<file path="src/sv/stc_pkg.sv">
// stc_pkg: shared types and constants of the stepped ramp trip capture block
// no dependencies
`default_nettype none
package stc_pkg;

   localparam int VALUE_W = 32;
   localparam int TIME_W  = 40;
   localparam int DIVD_W  = 48;
   localparam int DIVS_W  = 32;
   localparam int FRAC_W  = 16;

   // operation codes
   localparam logic [1:0] OP_TICK  = 2'd0;
   localparam logic [1:0] OP_START = 2'd1;
   localparam logic [1:0] OP_STOP  = 2'd2;

   // status codes
   localparam logic [2:0] ST_CODE_IDLE    = 3'd0;
   localparam logic [2:0] ST_CODE_RUNNING = 3'd1;
   localparam logic [2:0] ST_CODE_DONE    = 3'd2;
   localparam logic [2:0] ST_CODE_STOPPED = 3'd3;
   localparam logic [2:0] ST_CODE_BUSY    = 3'd4;
   localparam logic [2:0] ST_CODE_ZERO    = 3'd5;
   localparam logic [2:0] ST_CODE_WRONG   = 3'd6;
   localparam logic [2:0] ST_CODE_NOSTEP  = 3'd7;

   // register indexes
   localparam logic [2:0] REG_START    = 3'd0;
   localparam logic [2:0] REG_END      = 3'd1;
   localparam logic [2:0] REG_STEP     = 3'd2;
   localparam logic [2:0] REG_TICKS    = 3'd3;
   localparam logic [2:0] REG_MONITOR  = 3'd4;
   localparam logic [2:0] REG_QUANTITY = 3'd5;

   typedef enum logic [2:0] {
      S_IDLE,
      S_PROG_WAIT,
      S_EXEC,
      S_START_WAIT,
      S_RATIO_WAIT,
      S_OUT
   } seq_state_type;

endpackage
`default_nettype wire

</file>
<file path="src/sv/stc_divider.sv">
// stc_divider: serial restoring unsigned divider, one quotient bit per cycle
// depends on stc_pkg
`default_nettype none
module stc_divider (
   input  wire logic                         clock,
   input  wire logic                         reset,
   input  wire logic                         start,
   input  wire logic [stc_pkg::DIVD_W-1:0]   dividend,
   input  wire logic [stc_pkg::DIVS_W-1:0]   divisor,
   output logic                              done,
   output logic [stc_pkg::DIVD_W-1:0]        quotient,
   output logic [stc_pkg::DIVS_W-1:0]        remainder
);
   import stc_pkg::*;

   logic [DIVD_W-1:0] quo_ff;
   logic [DIVS_W-1:0] rem_ff;
   logic [DIVS_W-1:0] dsr_ff;
   logic [5:0]        count_ff;
   logic              busy_ff;
   logic              done_ff;
   logic [DIVS_W:0]   trial;
   logic [DIVS_W:0]   diff;

   // trial subtraction of the shifted partial remainder
   assign trial = {rem_ff, quo_ff[DIVD_W-1]};
   assign diff  = trial - {1'b0, dsr_ff};

   always_ff @(posedge clock) begin
      if (reset) begin
         busy_ff  <= 1'b0;
         done_ff  <= 1'b0;
         count_ff <= '0;
      end else begin
         done_ff <= 1'b0;
         if (start) begin
            busy_ff  <= 1'b1;
            count_ff <= 6'(DIVD_W);
            quo_ff   <= dividend;
            rem_ff   <= '0;
            dsr_ff   <= divisor;
         end else if (busy_ff) begin
            if (!diff[DIVS_W]) begin
               rem_ff <= diff[DIVS_W-1:0];
               quo_ff <= {quo_ff[DIVD_W-2:0], 1'b1};
            end else begin
               rem_ff <= trial[DIVS_W-1:0];
               quo_ff <= {quo_ff[DIVD_W-2:0], 1'b0};
            end
            count_ff <= count_ff - 6'd1;
            if (count_ff == 6'd1) begin
               busy_ff <= 1'b0;
               done_ff <= 1'b1;
            end
         end
      end
   end

   assign done      = done_ff;
   assign quotient  = quo_ff;
   assign remainder = rem_ff;

endmodule
`default_nettype wire

</file>
<file path="src/sv/stepped_ramp_trip_capture.sv">
// stepped_ramp_trip_capture: ramp sequencer, trip capture and result register
// depends on stc_pkg and stc_divider
// sequence: accept, a progress divide once a run has set a step count, exec, a second divide on
// a valid start or a ratio-forming item, then output; the shared 48-bit serial divider does each divide
// items are taken one at a time, each only after the previous one has reached the output register;
// the next item is taken while the result waits
// reset: synchronous active high; config, run and state registers reset, no clearing pass
`default_nettype none
module stepped_ramp_trip_capture (
   input  wire logic         clock,
   input  wire logic         reset,
   input  wire logic         req_tvalid,
   output logic              req_tready,
   input  wire logic [7:0]   req_tdata,   // bit 0: trip input
   input  wire logic [1:0]   req_tuser,   // operation
   output logic              rsp_tvalid,
   input  wire logic         rsp_tready,
   // drive_value, quantity_out, progress_percent, trip_sampled, step_done, status,
   // pickup_value, dropoff_value, pickup_ticks, dropoff_ticks, reset_ratio, total_ticks
   output logic [263:0]      rsp_tdata,
   input  wire logic         csr_we,
   input  wire logic [2:0]   csr_addr,
   input  wire logic [31:0]  csr_wdata
);
   import stc_pkg::*;

   // configuration registers
   logic signed [VALUE_W-1:0] cfg_start_ff, cfg_end_ff, cfg_step_ff;
   logic [31:0]               cfg_ticks_ff;
   logic                      cfg_monitor_ff;
   logic [3:0]                cfg_quantity_ff;

   always_ff @(posedge clock) begin
      if (reset) begin
         cfg_start_ff    <= '0;
         cfg_end_ff      <= '0;
         cfg_step_ff     <= '0;
         cfg_ticks_ff    <= 32'd1000;
         cfg_monitor_ff  <= 1'b1;
         cfg_quantity_ff <= '0;
      end else if (csr_we) begin
         case (csr_addr)
            REG_START:    cfg_start_ff    <= csr_wdata;
            REG_END:      cfg_end_ff      <= csr_wdata;
            REG_STEP:     cfg_step_ff     <= csr_wdata;
            REG_TICKS:    cfg_ticks_ff    <= csr_wdata;
            REG_MONITOR:  cfg_monitor_ff  <= csr_wdata[0];
            REG_QUANTITY: cfg_quantity_ff <= csr_wdata[3:0];
            default: ;
         endcase
      end
   end

   // run state
   logic                      run_active_ff, trip_prev_ff, ramp_up_ff;
   logic                      pickup_seen_ff, dropoff_seen_ff;
   logic signed [VALUE_W-1:0] level_ff, pickup_level_ff, dropoff_level_ff, ratio_ff;
   logic signed [VALUE_W-1:0] run_end_ff, run_step_ff;
   logic [31:0]               run_ticks_ff, step_index_ff, step_total_ff, hold_ff;
   logic                      run_monitor_ff;
   logic [TIME_W-1:0]         elapsed_ff, pickup_at_ff, dropoff_at_ff;
   logic [2:0]                last_status_ff;

   // per-item registers
   logic [1:0]                op_ff;
   logic                      trip_ff;
   logic signed [VALUE_W-1:0] shown_ff;
   logic [6:0]                prog_ff;
   logic                      sampled_ff, done_ff;
   logic [2:0]                status_ff;
   logic                      ratio_neg_ff;

   logic          rsp_valid_ff;
   logic [263:0]  rsp_data_ff;

   seq_state_type state_ff, state_in;

   // divider
   logic               div_start;
   logic [DIVD_W-1:0]  div_dividend;
   logic [DIVS_W-1:0]  div_divisor;
   logic               div_done;
   logic [DIVD_W-1:0]  div_quot;
   logic [DIVS_W-1:0]  div_rem;

   stc_divider u_div (
      .clock     (clock),
      .reset     (reset),
      .start     (div_start),
      .dividend  (div_dividend),
      .divisor   (div_divisor),
      .done      (div_done),
      .quotient  (div_quot),
      .remainder (div_rem)
   );

   // start checks from the registers
   logic signed [VALUE_W:0] range_s;
   logic [DIVS_W-1:0]       range_mag, step_mag;
   logic                    dir_up, bad_dir;
   assign range_s   = {cfg_end_ff[VALUE_W-1], cfg_end_ff} -
                      {cfg_start_ff[VALUE_W-1], cfg_start_ff};
   assign range_mag = range_s[VALUE_W] ? DIVS_W'(-range_s) : DIVS_W'(range_s);
   assign step_mag  = cfg_step_ff[VALUE_W-1] ? DIVS_W'(-cfg_step_ff) : DIVS_W'(cfg_step_ff);
   assign dir_up    = cfg_end_ff > cfg_start_ff;
   assign bad_dir   = (dir_up && cfg_step_ff[VALUE_W-1]) ||
                      (!dir_up && !cfg_step_ff[VALUE_W-1] && (cfg_step_ff != '0));

   // tick arithmetic
   logic [32:0]             hold_next;
   logic                    hold_end;
   logic signed [VALUE_W:0] next_sum;
   logic signed [VALUE_W-1:0] next_level;
   logic [TIME_W-1:0]       elapsed_next;
   logic                    rise, fall, ratio_ok;
   logic [38:0]             prog_num;
   assign hold_next    = {1'b0, hold_ff} + 33'd1;
   assign hold_end     = hold_next >= {1'b0, run_ticks_ff};
   assign next_sum     = {level_ff[VALUE_W-1], level_ff} +
                         {run_step_ff[VALUE_W-1], run_step_ff};
   assign elapsed_next = (elapsed_ff != '1) ? elapsed_ff + 1'b1 : elapsed_ff;
   assign rise         = run_monitor_ff && !trip_prev_ff && trip_ff && !pickup_seen_ff;
   assign fall         = run_monitor_ff && trip_prev_ff && !trip_ff && !dropoff_seen_ff;
   assign prog_num     = 39'(step_index_ff) * 39'd100;
   assign ratio_ok     = (pickup_seen_ff || rise) && (dropoff_seen_ff || fall) &&
                         ((rise ? level_ff : pickup_level_ff) != '0);

   always_comb begin
      if (ramp_up_ff && next_sum > $signed({run_end_ff[VALUE_W-1], run_end_ff}))
         next_level = run_end_ff;
      else if (!ramp_up_ff && next_sum < $signed({run_end_ff[VALUE_W-1], run_end_ff}))
         next_level = run_end_ff;
      else
         next_level = next_sum[VALUE_W-1:0];
   end

   // ratio operands take the capture registers, or the current level where this tick captures it
   logic [DIVS_W-1:0] pick_mag, drop_mag;
   logic signed [VALUE_W-1:0] pick_lv, drop_lv;
   assign pick_lv  = rise ? level_ff : pickup_level_ff;
   assign drop_lv  = fall ? level_ff : dropoff_level_ff;
   assign pick_mag = pick_lv[VALUE_W-1] ? DIVS_W'(-pick_lv) : DIVS_W'(pick_lv);
   assign drop_mag = drop_lv[VALUE_W-1] ? DIVS_W'(-drop_lv) : DIVS_W'(drop_lv);

   logic is_last_step;
   assign is_last_step = op_ff == OP_TICK && run_active_ff && hold_end &&
                         !(step_index_ff < step_total_ff);

   // sequencer next state and divider launch
   always_comb begin
      state_in     = state_ff;
      div_start    = 1'b0;
      div_dividend = '0;
      div_divisor  = '0;
      req_tready   = state_ff == S_IDLE;
      case (state_ff)
         S_IDLE: begin
            if (req_tvalid) begin
               if (step_total_ff == '0) begin
                  state_in = S_EXEC;
               end else begin
                  div_start    = 1'b1;
                  div_dividend = DIVD_W'(prog_num);
                  div_divisor  = step_total_ff;
                  state_in     = S_PROG_WAIT;
               end
            end
         end
         S_PROG_WAIT: if (div_done) state_in = S_EXEC;
         S_EXEC: begin
            state_in = S_OUT;
            if (op_ff == OP_START && !run_active_ff && cfg_step_ff != '0 && !bad_dir &&
                range_mag != '0) begin
               div_start    = 1'b1;
               div_dividend = DIVD_W'(range_mag);
               div_divisor  = step_mag;
               state_in     = S_START_WAIT;
            end else if (is_last_step && ratio_ok) begin
               div_start    = 1'b1;
               div_dividend = {drop_mag, {FRAC_W{1'b0}}};
               div_divisor  = pick_mag;
               state_in     = S_RATIO_WAIT;
            end
         end
         S_START_WAIT: if (div_done) state_in = S_OUT;
         S_RATIO_WAIT: if (div_done) state_in = S_OUT;
         S_OUT:        if (!rsp_valid_ff || rsp_tready) state_in = S_IDLE;
         default:      state_in = S_IDLE;
      endcase
   end

   always_ff @(posedge clock) begin
      if (reset) state_ff <= S_IDLE;
      else       state_ff <= state_in;
   end

   // datapath updates per sequencer step
   always_ff @(posedge clock) begin
      if (reset) begin
         run_active_ff    <= 1'b0;
         trip_prev_ff     <= 1'b0;
         ramp_up_ff       <= 1'b0;
         pickup_seen_ff   <= 1'b0;
         dropoff_seen_ff  <= 1'b0;
         level_ff         <= '0;
         pickup_level_ff  <= '0;
         dropoff_level_ff <= '0;
         ratio_ff         <= '0;
         run_end_ff       <= '0;
         run_step_ff      <= '0;
         run_ticks_ff     <= '0;
         run_monitor_ff   <= 1'b0;
         step_index_ff    <= '0;
         step_total_ff    <= '0;
         hold_ff          <= '0;
         elapsed_ff       <= '0;
         pickup_at_ff     <= '0;
         dropoff_at_ff    <= '0;
         last_status_ff   <= ST_CODE_IDLE;
         rsp_valid_ff     <= 1'b0;
      end else begin
         if (rsp_valid_ff && rsp_tready && state_ff != S_OUT) rsp_valid_ff <= 1'b0;
         case (state_ff)
            S_IDLE: begin
               if (req_tvalid) begin
                  op_ff      <= req_tuser;
                  trip_ff    <= req_tdata[0];
                  shown_ff   <= level_ff;
                  prog_ff    <= '0;
                  sampled_ff <= 1'b0;
                  done_ff    <= 1'b0;
               end
            end
            S_PROG_WAIT: if (div_done) prog_ff <= div_quot[6:0];
            S_EXEC: begin
               if (op_ff == OP_START) begin
                  // any start while idle reports zero progress
                  if (!run_active_ff) prog_ff <= '0;
                  if (run_active_ff) begin
                     status_ff <= ST_CODE_BUSY;
                  end else if (cfg_step_ff == '0) begin
                     status_ff      <= ST_CODE_ZERO;
                     last_status_ff <= ST_CODE_ZERO;
                  end else if (bad_dir) begin
                     status_ff      <= ST_CODE_WRONG;
                     last_status_ff <= ST_CODE_WRONG;
                  end else if (range_mag == '0) begin
                     status_ff      <= ST_CODE_NOSTEP;
                     last_status_ff <= ST_CODE_NOSTEP;
                  end else begin
                     status_ff <= last_status_ff;
                  end
               end else if (op_ff == OP_STOP && run_active_ff) begin
                  run_active_ff  <= 1'b0;
                  last_status_ff <= ST_CODE_STOPPED;
                  status_ff      <= ST_CODE_STOPPED;
               end else if (op_ff == OP_TICK && run_active_ff) begin
                  elapsed_ff <= elapsed_next;
                  if (hold_end) begin
                     done_ff <= 1'b1;
                     if (run_monitor_ff) begin
                        sampled_ff   <= trip_ff;
                        trip_prev_ff <= trip_ff;
                     end
                     if (rise) begin
                        pickup_seen_ff  <= 1'b1;
                        pickup_level_ff <= level_ff;
                        pickup_at_ff    <= elapsed_next;
                     end
                     if (fall) begin
                        dropoff_seen_ff  <= 1'b1;
                        dropoff_level_ff <= level_ff;
                        dropoff_at_ff    <= elapsed_next;
                     end
                     if (step_index_ff < step_total_ff) begin
                        level_ff      <= next_level;
                        step_index_ff <= step_index_ff + 32'd1;
                        hold_ff       <= '0;
                        status_ff     <= last_status_ff;
                     end else begin
                        hold_ff        <= hold_next[31:0];
                        run_active_ff  <= 1'b0;
                        last_status_ff <= ST_CODE_DONE;
                        status_ff      <= ST_CODE_DONE;
                        ratio_neg_ff   <= pick_lv[VALUE_W-1] ^ drop_lv[VALUE_W-1];
                     end
                  end else begin
                     hold_ff   <= hold_next[31:0];
                     status_ff <= last_status_ff;
                  end
               end else begin
                  status_ff <= last_status_ff;
               end
            end
            S_START_WAIT: begin
               if (div_done) begin
                  run_active_ff    <= 1'b1;
                  ramp_up_ff       <= dir_up;
                  level_ff         <= cfg_start_ff;
                  shown_ff         <= cfg_start_ff;
                  run_end_ff       <= cfg_end_ff;
                  run_step_ff      <= cfg_step_ff;
                  run_ticks_ff     <= (cfg_ticks_ff == '0) ? 32'd1 : cfg_ticks_ff;
                  run_monitor_ff   <= cfg_monitor_ff;
                  step_index_ff    <= '0;
                  step_total_ff    <= div_quot[31:0] + {31'd0, div_rem != '0};
                  hold_ff          <= '0;
                  elapsed_ff       <= '0;
                  trip_prev_ff     <= cfg_monitor_ff & trip_ff;
                  pickup_seen_ff   <= 1'b0;
                  dropoff_seen_ff  <= 1'b0;
                  pickup_level_ff  <= '0;
                  dropoff_level_ff <= '0;
                  pickup_at_ff     <= '0;
                  dropoff_at_ff    <= '0;
                  ratio_ff         <= '0;
                  prog_ff          <= '0;
                  status_ff        <= ST_CODE_RUNNING;
                  last_status_ff   <= ST_CODE_RUNNING;
               end
            end
            S_RATIO_WAIT: begin
               // saturate the signed quotient
               if (div_done) begin
                  if (ratio_neg_ff) begin
                     if (div_quot > DIVD_W'(33'h080000000))
                        ratio_ff <= {1'b1, {(VALUE_W-1){1'b0}}};
                     else
                        ratio_ff <= VALUE_W'(-div_quot);
                  end else begin
                     if (div_quot > DIVD_W'(32'h7FFFFFFF))
                        ratio_ff <= {1'b0, {(VALUE_W-1){1'b1}}};
                     else
                        ratio_ff <= div_quot[VALUE_W-1:0];
                  end
               end
            end
            S_OUT: begin
               if (!rsp_valid_ff || rsp_tready) begin
                  rsp_valid_ff <= 1'b1;
                  rsp_data_ff  <= {elapsed_ff, ratio_ff, dropoff_at_ff, pickup_at_ff,
                                   dropoff_level_ff, pickup_level_ff, status_ff, done_ff,
                                   sampled_ff, prog_ff, cfg_quantity_ff, shown_ff};
               end
            end
            default: ;
         endcase
      end
   end

   assign rsp_tvalid = rsp_valid_ff;
   assign rsp_tdata  = rsp_data_ff;

endmodule
`default_nettype wire
</file>
<file path="config.mk">
export PLATFORM = sky130hd
export DESIGN_NAME = stepped_ramp_trip_capture
export DESIGN_NICKNAME = d
export VERILOG_FILES = /design/src/sv/stc_pkg.sv /design/src/sv/stc_divider.sv /design/src/sv/stepped_ramp_trip_capture.sv
export SDC_FILE = /design/constraint.sdc
export NUM_CORES = 2
export LEC_CHECK = 0
export BUFFER_PORTS_ARGS = -buffer_cell sky130_fd_sc_hd__buf_2
export CAP_MARGIN = 20
export CORE_UTILIZATION = 50
export CTS_BUF_LIST = sky130_fd_sc_hd__clkbuf_16
export CTS_CLUSTER_DIAMETER = 40
export DETAILED_ROUTE_END_ITERATION = 8
export GPL_ROUTABILITY_DRIVEN = 0
export HOLD_SLACK_MARGIN = 0.02
export MAX_ROUTING_LAYER = met4
export PLACE_DENSITY = 0.67
export SYNTH_ARGS = -nofsm -noshare
export SYNTH_HDL_FRONTEND = slang
export SYNTH_SLANG_ARGS = --single-unit
</file>
<file path="constraint.sdc">
create_clock -name clock -period 29.3 [get_ports clock]
set_input_delay 4.395 -clock clock [delete_from_list [all_inputs] [get_ports clock]]
set_output_delay 4.395 -clock clock [all_outputs]
set_load 0.005 [all_outputs]
</file>
== Yosys cells after proc, flatten, opt, wreduce, memory -nomap -nowiden ==
Cells that the tools add are included.
W data, S select, Z words.

* Flip-flop bits (word level): 1018
* Bits of input ports: 50
* Word-level logic and storage cells: 348

* Add/sub/neg operators: 13
* Multiply operators: 1
* Magnitude comparators: 7
* Equal/unequal tests: 35
* Muxes and demuxes: 155
* Bitwise gates (word level): 7
* Reduce and logical (&&, ||, !) cells: 86

{| class="wikitable"
|+ Operators by type and width
! operator !! count
|-
| $mux W32 || 45
|-
| $mux W40 || 15
|-
| $pmux W32 S2 || 8
|-
| $pmux W40 S2 || 3
|-
| $mux W48 || 4
|-
| $neg A32 Y32 || 5
|-
| $logic_not A32 Y1 || 4
|-
| $reduce_bool A32 Y1 || 4
|-
| $pmux W48 S2 || 1
|-
| $mux W39 || 2
|-
| $mux W3 || 17
|-
| $reduce_and A7 Y1 || 7
|-
| $gt A48 B31 Y1 const B || 1
|-
| $gt A48 B32 Y1 const B || 1
|-
| $mux W1 || 41
|-
| $add A40 B1 Y40 const B || 1
|-
| $ne A40 B40 Y1 const B || 1
|-
| $mul A32 B5 Y37 const B || 1
|-
| $mux W7 || 5
|-
| $add A32 B1 Y33 const B || 1
|-
| $add A32 B32 Y33 || 1
|-
| $ge A33 B32 Y1 || 1
|-
| $gt A33 B32 Y1 || 1
|-
| $lt A33 B32 Y1 || 1
|-
| other kinds (40) || 133
|}

== Logic depth before layout (Yosys ltp) ==
* Word-level depth: 13
* Gate-level depth with buffers: 30
* Gate-level depth less buffers: 28

== By module ==
Synthesis repeated with hierarchy kept, for this count alone.

* Cell total of the unflattened synthesis: 6247
* Area total of the unflattened synthesis: 55874.8 µm²

{| class="wikitable"
|+ By module, submodules not included
! module !! times used !! cells each !! area an instance (µm²) !! sequential area each (µm²)
|-
| stepped_ramp_trip_capture || 1 || 5644 || 49174.7 || 21100.2
|-
| stc_divider || 1 || 603 || 6700.2 || 3523.4
|}

== Worst setup path before layout ==
OpenSTA, ideal clock, no wires.

* Path type: input to register
* Start point: input port reset
* End point: register rsp_data_ff[0], in the netlist rsp_tdata[0] (enable)
* Library setup time: 1.212 ns
* Data arrival time: 22.747 ns
* Data required time: 28.088 ns
* Slack: 5.341 ns
* Cell stages on the path: 4
* Buffers on the path: 3
* Cell sequence: clkbuf_1 > clkbuf_1 > clkbuf_1 > nor3_1

* Longest elaborated chain between the ends: 2

{| class="wikitable"
|+ RTL lines
! item !! RTL line !! source
|-
| from (decl) || stepped_ramp_trip_capture.sv:11 || <nowiki>input wire logic reset,</nowiki>
|-
| $not A1 Y1 (no source line) || n/a ||
|-
| $reduce_and A3 Y1 (no source line) || n/a ||
|-
| to (signal assigned) || stepped_ramp_trip_capture.sv:341 || <nowiki>rsp_data_ff <= {elapsed_ff, ratio_ff, dropoff_at_ff, pickup_at_ff,</nowiki>
|-
| to (decl) || stepped_ramp_trip_capture.sv:74 || <nowiki>logic [263:0] rsp_data_ff;</nowiki>
|}

No other way between the ends.
A chain may end at the register's enable or synchronous reset.

== Worst setup path in the final report ==
* Start point: register level_ff[2]
* End point: register level_ff[27]

* Longest elaborated chain between the ends: 11

{| class="wikitable"
|+ RTL lines
! item !! RTL line !! source
|-
| from (decl) || stepped_ramp_trip_capture.sv:57 || <nowiki>logic signed [VALUE_W-1:0] level_ff, pickup_level_ff, dropoff_level_ff, ratio_ff;</nowiki>
|-
| from (signal assigned) || stepped_ramp_trip_capture.sv:276 || <nowiki>level_ff <= next_level;</nowiki>
|-
| from (signal assigned) || stepped_ramp_trip_capture.sv:299 || <nowiki>level_ff <= cfg_start_ff;</nowiki>
|-
| $add A32 B32 Y33 * || stepped_ramp_trip_capture.sv:119 || <nowiki>assign next_sum = {level_ff[VALUE_W-1], level_ff} +</nowiki>
|-
| $lt A33 B32 Y1 || stepped_ramp_trip_capture.sv:131 || <nowiki>else if (!ramp_up_ff && next_sum < $signed({run_end_ff[VALUE_W-1], run_end_ff}))</nowiki>
|-
| $logic_and A1 B1 Y1 || stepped_ramp_trip_capture.sv:131 ||
|-
| $mux W32 || stepped_ramp_trip_capture.sv:131 ||
|-
| $mux W32 * || stepped_ramp_trip_capture.sv:129 || <nowiki>if (ramp_up_ff && next_sum > $signed({run_end_ff[VALUE_W-1], run_end_ff}))</nowiki>
|-
| $mux W32 * || stepped_ramp_trip_capture.sv:275 || <nowiki>if (step_index_ff < step_total_ff) begin</nowiki>
|-
| $mux W32 * || stepped_ramp_trip_capture.sv:259 || <nowiki>if (hold_end) begin</nowiki>
|-
| $mux W32 * || stepped_ramp_trip_capture.sv:257 || <nowiki>end else if (op_ff == OP_TICK && run_active_ff) begin</nowiki>
|-
| $mux W32 * || stepped_ramp_trip_capture.sv:253 || <nowiki>end else if (op_ff == OP_STOP && run_active_ff) begin</nowiki>
|-
| $mux W32 * || stepped_ramp_trip_capture.sv:236 || <nowiki>if (op_ff == OP_START) begin</nowiki>
|-
| $pmux W32 S2 * || stepped_ramp_trip_capture.sv:223 || <nowiki>case (state_ff)</nowiki>
|}

Mark *: on every way between the ends. The rest lies on a longest branch, timed or not. The select of a mux whose other input is x is not followed.

==> metrics.txt <==
Yosys top cell area share=23.1%; Post-CTS Setup Repair Bufs=0; placed cell count=7,729; sequential cell area fraction in the yosys report=44.6%; Setup TNS Final=0 ns; Final Hold Violating Endpoints=0; cell taking the most area after synthesis=edfxtp_1; Register Area=24,600 sq um; syn nets=6,600; clock power share=47.2%; Worst-path clk slew=0.06 ns; critical path required time=between 20 and 30 ns; CTS max path bufs=3; Clock Skew=0.0518 ns; Crit path largest cell delay=0.95 ns; RR Startpoint=level_ff[2]; outcome=complete, no violations; I/O pins=316; mean cell area of the mapped netlist=8.88 sq um; Antenna Nets Post-Route=0; switching portion of total power=27.7%; detailed-route wire length=176,000 um; Rel. slew slack=19.4%; final core utilization=57.6%; clk sinks=1,018; Least-Margin Pin Slew=1.20 ns; Layout area overhead=13.8%; CP Class=register to register; total grt overflow=0; nets=6,785; first-pass GRT wire length=263,000 um; Total Routing Usage GR=a little under a third; Peak VDD IR=53.2 uV; leak pwr=24.2 nW; unrepaired setup endpoints after global routing=no; crit-path cells=ha_1 > nor2b_1 > o21a_1 > o21ai_0 > a21oi_1 > o21a_1 > o31ai_1 > a211oi_1 > o31ai_1 > o211ai_1 > or4_1 > nand3_1 > o21ai_0 > o22ai_1 > ha_1 > nand4_1 > nor4_1 > nand2_1 > o21ai_0 > mux2i_1 > mux2_2 > inv_1 > a211o_1 > a311oi_1; clock root buffer=clkbuf_16; Most common cell on crit path=o21ai_0; Pwr per Cell Area=a little under 60 nW/um^2; Worst Reg-to-Reg Cells=24; critical path peak fanout=41; row cnt=121; Final Cycle Share=between 20 and 30%; FFs w/ async S/R, synth=0%; port bufs=308; FILL cells=9,713; vias in the first global route=43,600; worst setup path start=level_ff[2]; Critical-path top delay cell=mux2_2; chip width=334 um; critical path endpoint category=register; total CTS buffers=144; Setup crit start kind=register; Max Cap Viol=0; fraction of layout instances using a drive strength above 1=between 10% and 20%; f_max=0.121 GHz; drt drc=0; count leader, synth=nand2_1; DR pass1 iterations=7; Synth cell types=95; RR Endpoint=level_ff[27]; WP data arrival=8.91 ns; Post-synth EDFFs=~420; worst hold path class=register to register; ys flop type=dfxtp_1; FF+latch count, synth=roughly 1,000; clock latency at the later pin of the worst-skew pair=0.78 ns; die height=334 um; Starting Density=50.6%; Mapped Area=~55,000 sq um; critical path depth=24; CTS tree=done; Cell Int Power=0.00263 W; largest net degree at the start of global routing=222; Hold Buf Count CTS=0; H-Tree Depth=4; post-synthesis cell count=6,217; die area=112,000 sq um; cell family with most CP delay=compound AO/OA/AOI/OAI gates; DR WL/cell=around 22 um; setup slack, reg-to-reg=21.07 ns; HPWL Detailed=129,000 um; footprint of the multi-input gates=27,900 sq um; Cell Area, Placed=57,900 sq um; Vias/cell=5.94; minimum clock period after layout=8.23 ns; post-route insts no fill=8,000; top cells by area, synth=edfxtp_1, dfxtp_1, nand2_1, ha_1, a21oi_1; switching pwr=0.00100 W; Comb pwr share=10.2%; design area=62,800 sq um; drt initial violations=around 5,000; DR vias=47,500; sequential power share=42.6%; Slew Limit Fails=0; Core ar.=roughly 110,000 sq um; crit path to=level_ff[27]; commonest cells in the synthesized netlist=nand2_1, a21oi_1, dfxtp_1; Ys Warns=0; initial antenna violation count=3; WP buf/inv=1; Final setup viols=0; Resized cells post-CTS=0
## cell usage in the layout (no fill, tap or decap), drive strengths merged, types with 14 or more instances in the layout
cell type and instances:
o22ai 22, nor2b 32, and2 54, a21o 87, nor3 128, mux2 15
nand3 112, xor2 120, o211ai 31, and4 16, inv 447, nand2 1039
a31oi 42, mux2i 149, ha 303, nand3b 23, a211oi 60, o21ai 216
buf 376, o21a 31, o21bai 14, clkinv 56, o31ai 23, or3 52
nand4 69, and3 52, nor4 46, o221ai 38, a22oi 107, nor2 493
nand2b 41, edfxtp 424, a21oi 608, xnor2 216, clkbuf 147, fa 30
dfxtp 594, or2 23
## worst reg2reg max path: stages, from the launching register on
cell,delay (ns)
dfxtp_1,0.60
ha_1,0.36
nor2b_1,0.15
o21a_1,0.18
o21ai_0,0.33
a21oi_1,0.15
o21a_1,0.22
o31ai_1,0.56
a211oi_1,0.26
o31ai_1,0.58
o211ai_1,0.30
or4_1,0.52
nand3_1,0.15
o21ai_0,0.13
o22ai_1,0.20
ha_1,0.19
nand4_1,0.12
nor4_1,0.65
nand2_1,0.11
o21ai_0,0.23
mux2i_1,0.32
mux2_2,0.96
inv_1,0.27
a211o_1,0.35
a311oi_1,0.25
## final cells by class
cell class	instances	area share (%)
multi-input combinational	4462	44.5
timing repair buffer	376	3.32
sequential	1018	39.2
tap	1476	2.94
inverter	400	2.39
antenna	2	0.00797
clock buffer	147	5.86
clock inverter	119	1.84
## sequential cells by signal, indices dropped and copies added (netlist names), 6 cells and up
name / flops
dropoff_at_ff: 40
rsp_tdata: 264
shown_ff: 32
elapsed_ff: 40
u_div.dsr_ff: 32
cfg_ticks_ff: 32
prog_ff: 7
cfg_step_ff: 32
pickup_level_ff: 32
pickup_at_ff: 40
step_index_ff: 32
u_div.quotient: 48
level_ff: 32
run_end_ff: 32
dropoff_level_ff: 32
u_div.count_ff: 6
cfg_end_ff: 32
cfg_start_ff: 32
step_total_ff: 32
ratio_ff: 32
run_step_ff: 32
u_div.remainder: 32
hold_ff: 32
run_ticks_ff: 32
## cell families after synthesis
group | after synthesis | share of synthesized area [%]
buffers and inverters | 737 | 5.12
multiplexers | 164 | 3.04
XOR/XNOR | 336 | 5.33
adder cells (fa/ha/maj) | 333 | 7.96
flip-flops | 1018 | 44.6
AND/OR/NAND/NOR | 2220 | 18.0
AO/OA/AOI/OAI | 1409 | 15.9
## layer usage
metal	track usage [%]	wire (um)
met1	40.7	72200
met2	48.4	79700
met3	5.22	14600
met4	16.0	9710
met5	-	0
## metrics by stage
stage	setup slack (ns)	hold slack [ns]	total power, W
final	21.07	0.414	0.00363
after CTS	21.36	0.414	0.00364
after floorplan	5.34	0.400	0.00181
after detailed placement	21.40	0.405	0.00193
after global routing	20.71	0.419	0.00374
after global placement	21.49	0.404	0.00193
## power groups by stage
| stage | logic (W) | clock network, W | registers, W |
|---|---|---|---|
| 6_report | 0.000369 | 0.00171 | 0.00155 |
| 3_3_place_gp | 0.000352 | 0 | 0.00158 |
| 3_5_place_dp | 0.000357 | 0 | 0.00158 |
| 5_1_grt | 0.000393 | 0.00179 | 0.00155 |
| 4_1_cts | 0.000358 | 0.00173 | 0.00155 |
| 2_1_floorplan | 0.000241 | 0 | 0.00157 |
## how the worst min path moves through the flow
| stage | from | endpoint | slack [ns] | cells after the start |
|---|---|---|---|---|
| 2_1_floorplan | shown_ff[0] | rsp_tdata[0] | 0.40 | 0 |
| 3_3_place_gp | shown_ff[9] | rsp_tdata[9] | 0.40 | 0 |
| 3_5_place_dp | shown_ff[17] | rsp_tdata[17] | 0.40 | 0 |
| 4_1_cts | ratio_ff[25] | rsp_tdata[217] | 0.41 | 0 |
| 5_1_grt | shown_ff[0] | rsp_tdata[0] | 0.42 | 0 |
| 6_report | shown_ff[14] | rsp_tdata[14] | 0.41 | 0 |
Note: power is estimated with default switching activity, not from simulation.
